[config.mk]
export PLATFORM = sky130hd
export DESIGN_NAME = length_prefixed_nal_to_annexb
export DESIGN_NICKNAME = d
export VERILOG_FILES = /design/src/rtl/lpna_pkg.sv /design/src/rtl/lpna_cfg.sv /design/src/rtl/lpna_parse.sv /design/src/rtl/lpna_emit.sv /design/src/rtl/length_prefixed_nal_to_annexb.sv
export VERILOG_INCLUDE_DIRS = /design/src /design/src/rtl
export SDC_FILE = /design/constraint.sdc
export NUM_CORES = 1
export LEC_CHECK = 0
export BUFFER_PORTS_ARGS = -buffer_cell sky130_fd_sc_hd__buf_4
export CORE_AREA = 4 4 99 101
export DETAILED_ROUTE_END_ITERATION = 16
export DIE_AREA = 0 0 103 105
export GPL_ROUTABILITY_DRIVEN = 0
export PLACE_DENSITY_LB_ADDON = 0.08
export SYNTH_ARGS = -nofsm -noshare
export SYNTH_HDL_FRONTEND = slang
export SYNTH_SLANG_ARGS = --single-unit
[constraint.sdc]
create_clock -name clk_i -period 3.8 [get_ports clk_i]
set_input_delay 1.14 -clock clk_i [delete_from_list [all_inputs] [get_ports clk_i]]
set_output_delay 1.14 -clock clk_i [all_outputs]
set_load 0.05 [all_outputs]
[src/rtl/length_prefixed_nal_to_annexb_defines.svh]
// Assertion macros used by the converter's emit module.
`ifndef LENGTH_PREFIXED_NAL_TO_ANNEXB_DEFINES_SVH
`define LENGTH_PREFIXED_NAL_TO_ANNEXB_DEFINES_SVH

// Antecedent and consequent in the same cycle.
`define LPNA_ASSERT_IMPL(label, clk, rst_n, ante, cons) \
  label: assert property (@(posedge clk) disable iff (!rst_n) (ante) |-> (cons)) \
    else $error("lpna: same-cycle property failed");

// Consequent in the cycle after the antecedent.
`define LPNA_ASSERT_NEXT(label, clk, rst_n, ante, cons) \
  label: assert property (@(posedge clk) disable iff (!rst_n) (ante) |=> (cons)) \
    else $error("lpna: next-cycle property failed");

`endif

[src/rtl/lpna_pkg.sv]
`timescale 1ns / 1ps
package lpna_pkg;

  localparam int unsigned AddrW = 3;
  localparam int unsigned DataW = 32;

  localparam logic [2:0] LfbReset = 3'd4;
  localparam logic [2:0] LfbMin   = 3'd1;
  localparam logic [2:0] LfbMax   = 3'd4;

  localparam logic [1:0] StatusData   = 2'd0;
  localparam logic [1:0] StatusTrunc  = 2'd1;
  localparam logic [1:0] StatusTooBig = 2'd2;

  localparam logic [2:0] ScLenLong  = 3'd4;
  localparam logic [2:0] ScLenShort = 3'd3;

  localparam logic [5:0] NalTypeMask = 6'h3f;
  localparam logic [5:0] NalTypeVps  = 6'd32;
  localparam logic [5:0] NalTypePps  = 6'd34;

  typedef struct packed {
    logic [7:0]  in_byte;
    logic [23:0] bytes_after;
  } in_req_t;

  typedef struct packed {
    logic [7:0] out_byte;
    logic       is_start_code;
    logic [1:0] status;
    logic       last_of_run;
  } out_req_t;

  // Everything one input byte causes: an optional start code followed by an
  // optional data or status result.
  typedef struct packed {
    logic [2:0] sc_len;
    logic       has_item;
    logic [7:0] item_byte;
    logic [1:0] item_status;
  } run_desc_t;

endpackage

[src/rtl/lpna_cfg.sv]
`timescale 1ns / 1ps
module lpna_cfg (
  input  logic                          clk_i,
  input  logic                          rst_ni,
  input  logic                          psel,
  input  logic                          penable,
  input  logic                          pwrite,
  input  logic [lpna_pkg::AddrW-1:0]    paddr,
  input  logic [lpna_pkg::DataW-1:0]    pwdata,
  output logic [lpna_pkg::DataW-1:0]    prdata,
  output logic                          pready,
  output logic [2:0]                    lfb_o
);

  logic [2:0] lfb_q, lfb_d;
  logic       sel_lfb;

  // Word index 0 holds the prefix length; other words read as zero.
  assign sel_lfb = (paddr[2] == 1'b0);
  assign pready  = 1'b1;

  always_comb begin
    lfb_d = lfb_q;
    if (psel && penable && pwrite && sel_lfb) begin
      lfb_d = pwdata[2:0];
    end
  end

  always_ff @(posedge clk_i or negedge rst_ni) begin
    if (!rst_ni) begin
      lfb_q <= lpna_pkg::LfbReset;
    end else begin
      lfb_q <= lfb_d;
    end
  end

  assign prdata = sel_lfb ? {{(lpna_pkg::DataW-3){1'b0}}, lfb_q} : '0;
  assign lfb_o  = lfb_q;

endmodule

[src/rtl/lpna_parse.sv]
`timescale 1ns / 1ps
module lpna_parse #(
  parameter int unsigned PACKET_COUNT_BITS = 24
) (
  input  logic                clk_i,
  input  logic                rst_ni,
  input  logic                accept_i,
  input  lpna_pkg::in_req_t   in_req_i,
  input  logic [2:0]          lfb_i,
  output lpna_pkg::run_desc_t desc_o
);

  localparam logic [1:0] PhLength = 2'd0;
  localparam logic [1:0] PhHead   = 2'd1;
  localparam logic [1:0] PhBody   = 2'd2;
  localparam logic [1:0] PhDrop   = 2'd3;

  logic [1:0]  phase_q, phase_d;
  logic [2:0]  lbs_q, lbs_d;
  logic [31:0] nal_q, nal_d;
  logic        first_q, first_d;

  logic [23:0] after;
  logic        last;
  logic [2:0]  need;
  logic [2:0]  lbs_inc;
  logic [31:0] nal_shift;
  logic [5:0]  nal_type;
  logic        param_set;

  // The byte count wraps at the configured counter width.
  always_comb begin
    for (int i = 0; i < 24; i++) begin
      after[i] = in_req_i.bytes_after[i] & (i < PACKET_COUNT_BITS);
    end
  end

  assign last      = (after == 24'd0);
  assign lbs_inc   = lbs_q + 3'd1;
  assign nal_shift = {nal_q[23:0], in_req_i.in_byte};
  assign nal_type  = in_req_i.in_byte[6:1] & lpna_pkg::NalTypeMask;
  assign param_set = (nal_type >= lpna_pkg::NalTypeVps) && (nal_type <= lpna_pkg::NalTypePps);

  always_comb begin
    if (lfb_i < lpna_pkg::LfbMin) begin
      need = lpna_pkg::LfbMin;
    end else if (lfb_i > lpna_pkg::LfbMax) begin
      need = lpna_pkg::LfbMax;
    end else begin
      need = lfb_i;
    end
  end

  always_comb begin
    phase_d = phase_q;
    lbs_d   = lbs_q;
    nal_d   = nal_q;
    first_d = first_q;
    desc_o  = '0;
    unique case (phase_q)
      PhLength: begin
        nal_d = nal_shift;
        lbs_d = lbs_inc;
        if (lbs_inc < need) begin
          if (last) begin
            desc_o.has_item    = 1'b1;
            desc_o.item_status = lpna_pkg::StatusTrunc;
          end
        end else begin
          lbs_d = 3'd0;
          if (nal_shift > {8'd0, after}) begin
            desc_o.has_item    = 1'b1;
            desc_o.item_status = lpna_pkg::StatusTooBig;
            nal_d   = 32'd0;
            phase_d = last ? PhLength : PhDrop;
          end else if (nal_shift == 32'd0) begin
            // An empty NAL still gets its start code.
            desc_o.sc_len = first_q ? lpna_pkg::ScLenLong : lpna_pkg::ScLenShort;
            first_d = 1'b0;
          end else begin
            phase_d = PhHead;
          end
        end
      end
      PhHead, PhBody: begin
        if (phase_q == PhHead) begin
          desc_o.sc_len = (first_q || param_set) ? lpna_pkg::ScLenLong
                                                 : lpna_pkg::ScLenShort;
          first_d = 1'b0;
        end
        desc_o.has_item    = 1'b1;
        desc_o.item_byte   = in_req_i.in_byte;
        desc_o.item_status = lpna_pkg::StatusData;
        nal_d   = nal_q - 32'd1;
        phase_d = (nal_d == 32'd0) ? PhLength : PhBody;
      end
      PhDrop: begin
      end
      default: begin
      end
    endcase
    // The last byte of a packet always restarts framing.
    if (last) begin
      phase_d = PhLength;
      lbs_d   = 3'd0;
      nal_d   = 32'd0;
    end
  end

  always_ff @(posedge clk_i or negedge rst_ni) begin
    if (!rst_ni) begin
      phase_q <= PhLength;
      lbs_q   <= 3'd0;
      nal_q   <= 32'd0;
      first_q <= 1'b1;
    end else if (accept_i) begin
      phase_q <= phase_d;
      lbs_q   <= lbs_d;
      nal_q   <= nal_d;
      first_q <= first_d;
    end
  end

endmodule

[src/rtl/lpna_emit.sv]
`timescale 1ns / 1ps
`include "length_prefixed_nal_to_annexb_defines.svh"
module lpna_emit (
  input  logic                clk_i,
  input  logic                rst_ni,
  input  logic                load_i,
  input  lpna_pkg::run_desc_t desc_i,
  output logic                can_load_o,
  output logic                out_valid_o,
  input  logic                out_ready_i,
  output lpna_pkg::out_req_t  out_req_o
);

  lpna_pkg::run_desc_t desc_q;
  logic                busy_q, busy_d;
  logic [2:0]          pos_q, pos_d;
  logic [2:0]          total;
  logic [2:0]          total_in;
  logic                at_last;
  logic                in_sc;
  logic                pop;

  assign total    = desc_q.sc_len + {2'b00, desc_q.has_item};
  assign total_in = desc_i.sc_len + {2'b00, desc_i.has_item};
  assign at_last  = (pos_q == total - 3'd1);
  assign pop      = busy_q && out_ready_i;

  // A new run may enter while the final result of the current one leaves.
  assign can_load_o = !busy_q || (out_ready_i && at_last);

  always_comb begin
    busy_d = busy_q;
    pos_d  = pos_q;
    if (load_i) begin
      busy_d = 1'b1;
      pos_d  = 3'd0;
    end else if (pop) begin
      if (at_last) begin
        busy_d = 1'b0;
      end else begin
        pos_d = pos_q + 3'd1;
      end
    end
  end

  always_ff @(posedge clk_i or negedge rst_ni) begin
    if (!rst_ni) begin
      busy_q <= 1'b0;
      pos_q  <= 3'd0;
    end else begin
      busy_q <= busy_d;
      pos_q  <= pos_d;
    end
  end

  always_ff @(posedge clk_i) begin
    if (load_i) begin
      desc_q <= desc_i;
    end
  end

  assign in_sc = (pos_q < desc_q.sc_len);

  always_comb begin
    out_req_o.is_start_code = in_sc;
    out_req_o.last_of_run   = at_last;
    if (in_sc) begin
      out_req_o.out_byte = (pos_q == desc_q.sc_len - 3'd1) ? 8'h01 : 8'h00;
      out_req_o.status   = lpna_pkg::StatusData;
    end else begin
      out_req_o.out_byte = desc_q.item_byte;
      out_req_o.status   = desc_q.item_status;
    end
  end

  assign out_valid_o = busy_q;

  `LPNA_ASSERT_IMPL(a_no_load_on_stall, clk_i, rst_ni, busy_q && !out_ready_i, !load_i)
  `LPNA_ASSERT_IMPL(a_pos_in_run, clk_i, rst_ni, busy_q, pos_q < total)
  `LPNA_ASSERT_NEXT(a_load_starts_run, clk_i, rst_ni, load_i, busy_q && pos_q == 3'd0)
  `LPNA_ASSERT_IMPL(a_load_not_empty, clk_i, rst_ni, load_i, total_in != 3'd0)

endmodule

[src/rtl/length_prefixed_nal_to_annexb.sv]
`timescale 1ns / 1ps
// Length-prefixed NAL to Annex B converter.
// Input channel (in_valid_i / in_ready_o / in_req_i) carries one packet byte per
// request, tagged with the number of packet bytes after it. Output channel
// (out_valid_o / out_ready_i / out_req_o) carries start-code bytes, NAL bytes
// and framing status results, with last_of_run set on the final result that
// one input byte causes. Prefix bytes normally cause no result.
// The APB port holds one register, the prefix length in bytes, at address 0.
// The results of a byte appear in the cycle after it is accepted. A
// byte that causes k results holds the output until all k have left, so
// body bytes and prefix bytes pass at one per cycle while the receiver does
// not stall, and a NAL header byte causes 4 or 5 results with its start code.
// When the receiver stalls, the output holds and the input stops taking
// bytes once the pending run cannot retire in that cycle.
// Reset clears framing, marks the next NAL as the first one (long start code)
// and sets the prefix length to 4.
module length_prefixed_nal_to_annexb #(
  parameter int unsigned PACKET_COUNT_BITS = 24
) (
  input  logic                       clk_i,
  input  logic                       rst_ni,
  input  logic                       in_valid_i,
  output logic                       in_ready_o,
  input  lpna_pkg::in_req_t          in_req_i,
  output logic                       out_valid_o,
  input  logic                       out_ready_i,
  output lpna_pkg::out_req_t         out_req_o,
  input  logic                       psel,
  input  logic                       penable,
  input  logic                       pwrite,
  input  logic [lpna_pkg::AddrW-1:0] paddr,
  input  logic [lpna_pkg::DataW-1:0] pwdata,
  output logic [lpna_pkg::DataW-1:0] prdata,
  output logic                       pready
);

  logic                lfb;
  logic [2:0]          lfb_val;
  logic                accept;
  logic                load;
  lpna_pkg::run_desc_t desc;

  assign lfb = 1'b0;

  lpna_cfg u_cfg (
    .clk_i   (clk_i),
    .rst_ni  (rst_ni),
    .psel    (psel),
    .penable (penable),
    .pwrite  (pwrite),
    .paddr   (paddr),
    .pwdata  (pwdata),
    .prdata  (prdata),
    .pready  (pready),
    .lfb_o   (lfb_val)
  );

  assign accept = in_valid_i && in_ready_o;

  lpna_parse #(
    .PACKET_COUNT_BITS (PACKET_COUNT_BITS)
  ) u_parse (
    .clk_i    (clk_i),
    .rst_ni   (rst_ni),
    .accept_i (accept),
    .in_req_i (in_req_i),
    .lfb_i    (lfb_val | {2'b00, lfb}),
    .desc_o   (desc)
  );

  // Bytes that cause no result update the framing state only.
  assign load = accept && (desc.has_item || (desc.sc_len != 3'd0));

  lpna_emit u_emit (
    .clk_i       (clk_i),
    .rst_ni      (rst_ni),
    .load_i      (load),
    .desc_i      (desc),
    .can_load_o  (in_ready_o),
    .out_valid_o (out_valid_o),
    .out_ready_i (out_ready_i),
    .out_req_o   (out_req_o)
  );

endmodule
==> key figures, run 1 <==
CTS
  • Depth of the CTS H-tree: 3
  • Post-CTS Resized: 0
  • Hold buffers post-CTS: 0
  • CTS buffer count: 9
  • Post-CTS Setup Bufs: 0
  • Worst-Skew Late Latency: 0.35 ns
  • CTS tree: yes
  • Clock Sinks: between 50 and 60
  • CTS clk-pin slew, worst paths: roughly 0.07 ns
  • Clock buffer depth: 2
  • CTS root buf: clkbuf_8

Floorplanning
  • Initial Util: around 53%
  • Die Span Y: 105 um
  • Row count: 35
  • Die ar.: between 10,000 and 15,000 um^2
  • Die width: approximately 100 um
  • Core region area: 9020 um^2
  • Num ports: between 100 and 150

Pwr
  • Clk network pwr share: 32.9%
  • Internal power: 1.27 mW
  • Sw frac: between 30% and 40%
  • Flop pwr share: 34.5%
  • PwrDens: 362 nW/um^2
  • VDD IR max: approximately 0.22 mV
  • Comb power frac: 32.5%
  • Switch Pwr: slightly below 700 uW
  • Static Leak: 2.57 nW

Yosys
  • Share of the synthesized area in the top cell type: 22.6%
  • Top cells by area, synth: dfrtp_1 23%, ha_1 10%, edfxtp_1 8.2%
  • Flops & latches, synth: 58
  • Synthesis Warnings: 0
  • Synthesized instance count: between 500 and 600
  • Post-Synth Simple-Gate Area: approximately a quarter
  • EDFF count, synth: 13
  • Post-Synth XOR/XNOR Area: under 10%
  • Largest family of logic cells by synthesized area: simple AND/OR/NAND/NOR gates
  • Asr flop ratio synth: about 78%
  • Netlist cell types: 67
  • Avg Cell Area, Syn: 8.67 um^2
  • Main synth FF type: dfrtp_1
  • Cell Area, Synth: approximately 4800 um^2
  • Sequential fraction of the synthesis area: 31.9%
  • Mux contribution to synthesized area: 2.05%
  • Area share of fa/ha/maj cells after synthesis: approximately a tenth
  • Yosys top cell by area: dfrtp_1
  • Compound-Gate Fraction of Synth Area: between 15 and 20%

Layout
  • Nets: a little over 700
  • Synth-to-Final Area Change: 13.7%
  • Number of diodes: 0
  • Layout cell share with drive strength beyond 1: between 15 and 20%
  • Non-filler cells, final: 714

Worst setup path
  • Slowest cell on the critical path: or4_1
  • Worst R2R Setup Slack: 0.47 ns
  • Crit. End Element: flop
  • Worst EP required: 4.07 ns
  • Reg2Reg Depth: 8
  • CP max stage delay: 0.59 ns
  • Kind of critical path: input port to flop
  • Max FO, Critical Path: 4
  • CP Launch Type: input port
  • Worst EP arrival: ~3.7 ns
  • Critical-path cell list: buf_4 > inv_1 > ha_1 > nand4_1 > or4_1 > nor3_1 > mux2i_1 > a311oi_1 > o21ai_0 > o22ai_1

Timing
  • Slew margin rel.: 57.9%
  • Skew final: between 0.01 and 0.015 ns
  • Final hold vios: 0
  • RSZ-0062 raised after global routing: no
  • Final setup fails: 0
  • Setup TNS: 0 ns
  • Fin crit period: around 3.4 ns
  • Worst slew pin tran: 0.631 ns
  • Max-slew violations: 0
  • Fmax achieved: just under 300 MHz
  • Period utilization: 89.7%

Min path
  • WHS Path Cells: 1
  • Worst hold path type: flop to flop

Global route
  • Number of global-route vias before repair: 3,947
  • Grt total ovfl: 0
  • GRT Util Overall: 23.3%
  • Largest net degree at the start of global routing: 46
  • First-pass GRT wire length: 20,000 um
  • Number of antenna violations at the first check in global routing: 0

Route
  • Residual DRC count: 0
  • DRT Wirelength: about 12,000 um
  • DRT antenna net count: 0
  • Vias per Instance: 5.90
  • Via Count: 4,215
  • DR pass1 iterations: 5
  • Routed len/inst: 17.4 um
  • Iter 0 DRT Violations: 225

Flow run
  • Max-Cap Viols: 0

Run status
  • Status: completed

Placement
  • Placed cell count: 698
  • Final HPWL from detailed placement: 9160 um
  • # port buffers: 59
-- worst paths after layout --
kind,from,to
hold / removal,u_parse.first_q,u_parse.first_q
hold reg to reg,u_parse.first_q,u_parse.first_q
setup / recovery,in_req_i[15],u_parse.phase_q[0]
min in group asynchronous,rst_ni,u_emit.pos_q[0]
max in group asynchronous,rst_ni,u_parse.nal_q[7]
setup reg to reg,u_parse.nal_q[1],u_emit.desc_q[5]
-- critical path: cells and delay by family --
kind / cells / cell delay, ns
buf+inv: 2 / 0.12
simple gates: 3 / 1.05
compound gates: 3 / 0.82
mux: 1 / 0.24
fa+ha+maj: 1 / 0.31
-- placed cells by master (no fill, tap or decap), types with 9 or more instances in the layout --
cell type,count
a21oi_1,24
a221o_1,23
and2_1,19
buf_4,64
clkbuf_8,10
conb_1,30
dfrtp_1,43
edfxtp_1,13
ha_1,39
inv_1,39
nand2_1,50
nand3_1,12
nand4_1,10
nor2_1,38
nor3_1,24
nor4_1,13
o21ai_0,28
or3_1,9
xnor2_1,10
-- through the flow --
stage          cell area (um^2)  hold slack, ns  worst slack (ns)  utilization [%]  power [mW]
6_report                   5420           0.489             0.392             60.0        1.96
5_1_grt                    5420           0.498             0.106             60.0        2.07
4_1_cts                    5420           0.490             0.429             60.0        1.96
3_5_place_dp               5200           0.481            0.0767             57.6        1.32
3_3_place_gp               5200           0.478             0.101             57.6        1.31
2_1_floorplan              4870           0.452             0.172                -        1.18
-- power groups by stage --
| stage | Combinational (mW) | Sequential [mW] | Clock (mW) |
|---|---|---|---|
| 3_5_place_dp | 0.631 | 0.689 | 0 |
| 3_3_place_gp | 0.620 | 0.689 | 0 |
| 4_1_cts | 0.634 | 0.677 | 0.655 |
| 2_1_floorplan | 0.490 | 0.685 | 0 |
| 6_report | 0.639 | 0.678 | 0.646 |
| 5_1_grt | 0.705 | 0.679 | 0.682 |
-- logic make-up (layout without fill, tap and decap cells) --
group / Yosys count / in the layout
xor gates and xnor gates: 16 / 16
other: 2 / 30
AOI/OAI and AO/OA: 116 / 116
buffers and inverters: 96 / 122
muxes: 9 / 9
DFF: 58 / 58
and+or+nand+nor: 213 / 213
adders and majority gates: 39 / 39
-- cells in the mapped netlist (17+ instances only) --
master and number:
inv_1 39, ha_1 39, nor3_1 24, and2_1 19, nor2_1 38, buf_4 32
dfrtp_1 43, a221o_1 23, a21oi_1 24, nand2_1 50, clkbuf_1 17, o21ai_0 28
-- per-layer routing --
metal	vias up	part of all wire (%)	global-route usage, %	wire [um]
li1	2040	-	-	-
met3	21	6.2	4.54	765
met1	2007	43	31.7	5340
met2	147	49	37.5	6100
met5	-	0	0	0
met4	0	1.7	6.66	216
-- flip-flops by register name, indices dropped and copies added, names as in the netlist --
| register | count |
|---|---|
| u_emit.out_valid_o | 1 |
| u_parse.nal_q | 32 |
| u_parse.first_q | 1 |
| u_emit.pos_q | 3 |
| u_parse.lbs_q | 3 |
| u_parse.phase_q | 2 |
| u_emit.desc_q | 13 |
| u_cfg.lfb_o | 3 |
-- layout make-up --
| cell class | instances | area [um^2] |
|---|---|---|
| fill | 826 | 3600 |
| tap | 111 | 139 |
| multi-input combinational | 423 | 2850 |
| inverter | 39 | 146 |
| timing repair buffer | 67 | 541 |
| clock buffer | 11 | 141 |
| clock inverter | 5 | 77.6 |
| sequential | 58 | 1520 |
Note: power is estimated with default switching activity, not from simulation.
==> run 2, diff against run 1 <==
--- a/config.mk
+++ b/config.mk
@@ -7,11 +7,11 @@
 export NUM_CORES = 1
 export LEC_CHECK = 0
 export BUFFER_PORTS_ARGS = -buffer_cell sky130_fd_sc_hd__buf_4
-export CORE_AREA = 4 4 99 101
+export CORE_AREA = 4 4 85 119
 export DETAILED_ROUTE_END_ITERATION = 16
-export DIE_AREA = 0 0 103 105
+export DIE_AREA = 0 0 89 123
 export GPL_ROUTABILITY_DRIVEN = 0
-export PLACE_DENSITY_LB_ADDON = 0.08
+export PLACE_DENSITY = 0.79
 export SYNTH_ARGS = -nofsm -noshare
 export SYNTH_HDL_FRONTEND = slang
 export SYNTH_SLANG_ARGS = --single-unit
==> key figures, run 2 (same netlist as run 1, synthesis figures left out) <==
Run status
  • Status: completed (unchanged)

Timing
  • Setup TNS: 0 ns (unchanged)
  • Slew margin rel.: 53.9% (was 57.9%)
  • Final setup fails: 0 (unchanged)
  • Skew final: 0.00408 ns (was 0.0128 ns)
  • RSZ-0062 raised after global routing: no (unchanged)
  • Max-slew violations: 0 (unchanged)
  • Final hold vios: 0 (unchanged)
  • Worst slew pin tran: 0.673 ns (was 0.631 ns)
  • Fin crit period: 3.54 ns (was 3.41 ns)
  • Period utilization: 93.1% (was 89.7%)
  • Fmax achieved: 283 MHz (was 293 MHz)

Layout
  • Number of diodes: 0 (unchanged)
  • Biggest register: u_parse.nal_q (unchanged)
  • Max reg flops: 32 (unchanged)
  • Largest regs: u_parse.nal_q: 32 flops, u_emit.desc_q: 13 flops (unchanged)
  • Layout Utilization: 60.9% (was 60.0%)
  • Most common cell after layout, fill and taps aside: buf_4 (unchanged)
  • Nets: 708 (was 711)
  • Filler instances: 759 (was 826)
  • Most frequent cells in the layout: 61 x buf_4, 50 x nand2_1, 43 x dfrtp_1, 39 x inv_1, 39 x ha_1 (was 64 x buf_4, 50 x nand2_1, 43 x dfrtp_1, 39 x inv_1, 39 x ha_1)
  • Layout cell share with drive strength beyond 1: 16.7% (was 16.9%)
  • Synth-to-Final Area Change: 14.8% (was 13.7%)
  • Design Area, Final: 5470 um^2 (was 5420 um^2)

Floorplanning
  • Row count: 41 (was 35)
  • Die width: 89 um (was 103 um)
  • Initial Util: 53.0% (was 52.8%)
  • Core region area: 8980 um^2 (was 9020 um^2)
  • Die Span Y: 123 um (was 105 um)
  • Die ar.: 10,900 um^2 (was 10,800 um^2)
  • Num ports: 121 (unchanged)

CTS
  • Post-CTS Resized: 0 (unchanged)
  • Clock buffer depth: 2 (unchanged)
  • CTS clk-pin slew, worst paths: 0.05 ns (was 0.07 ns)
  • Worst-Skew Late Latency: 0.34 ns (was 0.35 ns)
  • CTS root buf: clkbuf_16 (was clkbuf_8)
  • Hold buffers post-CTS: 0 (unchanged)
  • Depth of the CTS H-tree: 3 (unchanged)
  • CTS buffer count: 9 (unchanged)
  • Post-CTS Setup Bufs: 0 (unchanged)
  • CTS tree: yes (unchanged)
  • Clock Sinks: 58 (unchanged)

Route
  • Residual DRC count: 0 (unchanged)
  • Iter 0 DRT Violations: 375 (was 225)
  • DRT antenna net count: 0 (unchanged)
  • Vias per Instance: 6.21 (was 5.90)
  • Routed len/inst: 18.0 um (was 17.4 um)
  • DRT Wirelength: 12,700 um (was 12,400 um)
  • Via Count: 4,389 (was 4,215)
  • DR pass1 iterations: 5 (unchanged)

Min path
  • WHS Path Cells: 1 (unchanged)
  • Worst hold path type: flop to flop (unchanged)

Global route
  • Number of antenna violations at the first check in global routing: 0 (unchanged)
  • Number of global-route vias before repair: 4,308 (was 3,947)
  • GRT Util Overall: 23.8% (was 23.3%)
  • First-pass GRT wire length: 20,300 um (was 20,000 um)
  • Largest net degree at the start of global routing: 46 (unchanged)
  • Grt total ovfl: 0 (unchanged)

Worst setup path
  • Crit. End Element: flop (unchanged)
  • Max FO, Critical Path: 4 (unchanged)
  • Worst EP required: 4.06 ns (was 4.07 ns)
  • Worst EP arrival: 3.79 ns (was 3.68 ns)
  • Kind of critical path: input port to flop (unchanged)
  • CP Launch Type: input port (unchanged)
  • Reg2Reg Depth: 9 (was 8)

Pwr
  • VDD IR max: 0.290 mV (was 0.216 mV)
  • Static Leak: 2.59 nW (was 2.57 nW)
  • Final Power: 2.12 mW (was 1.96 mW)
  • PwrDens: 387 nW/um^2 (was 362 nW/um^2)

Flow run
  • Max-Cap Viols: 0 (unchanged)

Placement
  • Final HPWL from detailed placement: 9370 um (was 9160 um)
  • # port buffers: 59 (unchanged)
  • Placed cell area: 5170 um^2 (was 5200 um^2)
==> run 2: cell count changes in the layout (fill, tap and decap cells not counted), sizes merged <==
cell and delta:
buf -3, bufinv -1, clkinv +1
==> run 2: worst max-delay path, stage by stage <==
cell,delay [ns]
buf_4,0.08
inv_1,0.03
ha_1,0.30
a21oi_1,0.29
o21ai_0,0.21
a2111oi_2,0.54
nand4_1,0.30
a311oi_1,0.55
o21ai_0,0.19
o22ai_1,0.15
==> run 2: final timing paths <==
path	start	endpoint	slack (ns)
max reg2reg	u_parse.nal_q[0]	u_parse.phase_q[1]	0.43
max in group asynchronous	rst_ni	u_parse.nal_q[11]	2.58
min in group asynchronous	rst_ni	u_parse.nal_q[7]	0.80
max	in_req_i[17]	u_parse.phase_q[0]	0.26
min reg2reg	u_parse.first_q	u_parse.first_q	0.51
min	u_parse.first_q	u_parse.first_q	0.51
==> run 2: metrics by stage <==
step                hold WS, ns  instances  setup slack, ns
finish                    0.510        707            0.261
global route              0.520        707            0.124
CTS                       0.505        707            0.312
detailed placement        0.479        691           0.0232
global placement          0.476        691           0.0585
floorplan                 0.452        577            0.172
==> run 2: cell type report <==
| cell class | count | area, um^2 | share of cell area, % |
|---|---|---|---|
| Clock buffer | 11 | 243 | 4.44 |
| Tap cell | 107 | 134 | 2.45 |
| Timing Repair Buffer | 64 | 518 | 9.48 |
| Multi-Input combinational cell | 423 | 2850 | 52.2 |
| Inverter | 39 | 146 | 2.68 |
| Clock inverter | 5 | 53.8 | 0.984 |
| Sequential cell | 58 | 1520 | 27.8 |
==> run 2: power by group <==
group / switching (mW) / internal [mW] / leakage (nW)
clock network: 0.289 / 0.522 / 0.149
registers: 0.0331 / 0.655 / 0.734
logic: 0.395 / 0.223 / 1.70
==> run 2: metal layers <==
metal / GRT usage [%] / vias to the layer above / wire [um]
met2: 41.4 / 207 / 6660
met4: 13.6 / 0 / 573
met1: 26.3 / 2096 / 4550
li1: - / 2036 / -
met5: 0 / - / 0
met3: 4.73 / 50 / 908
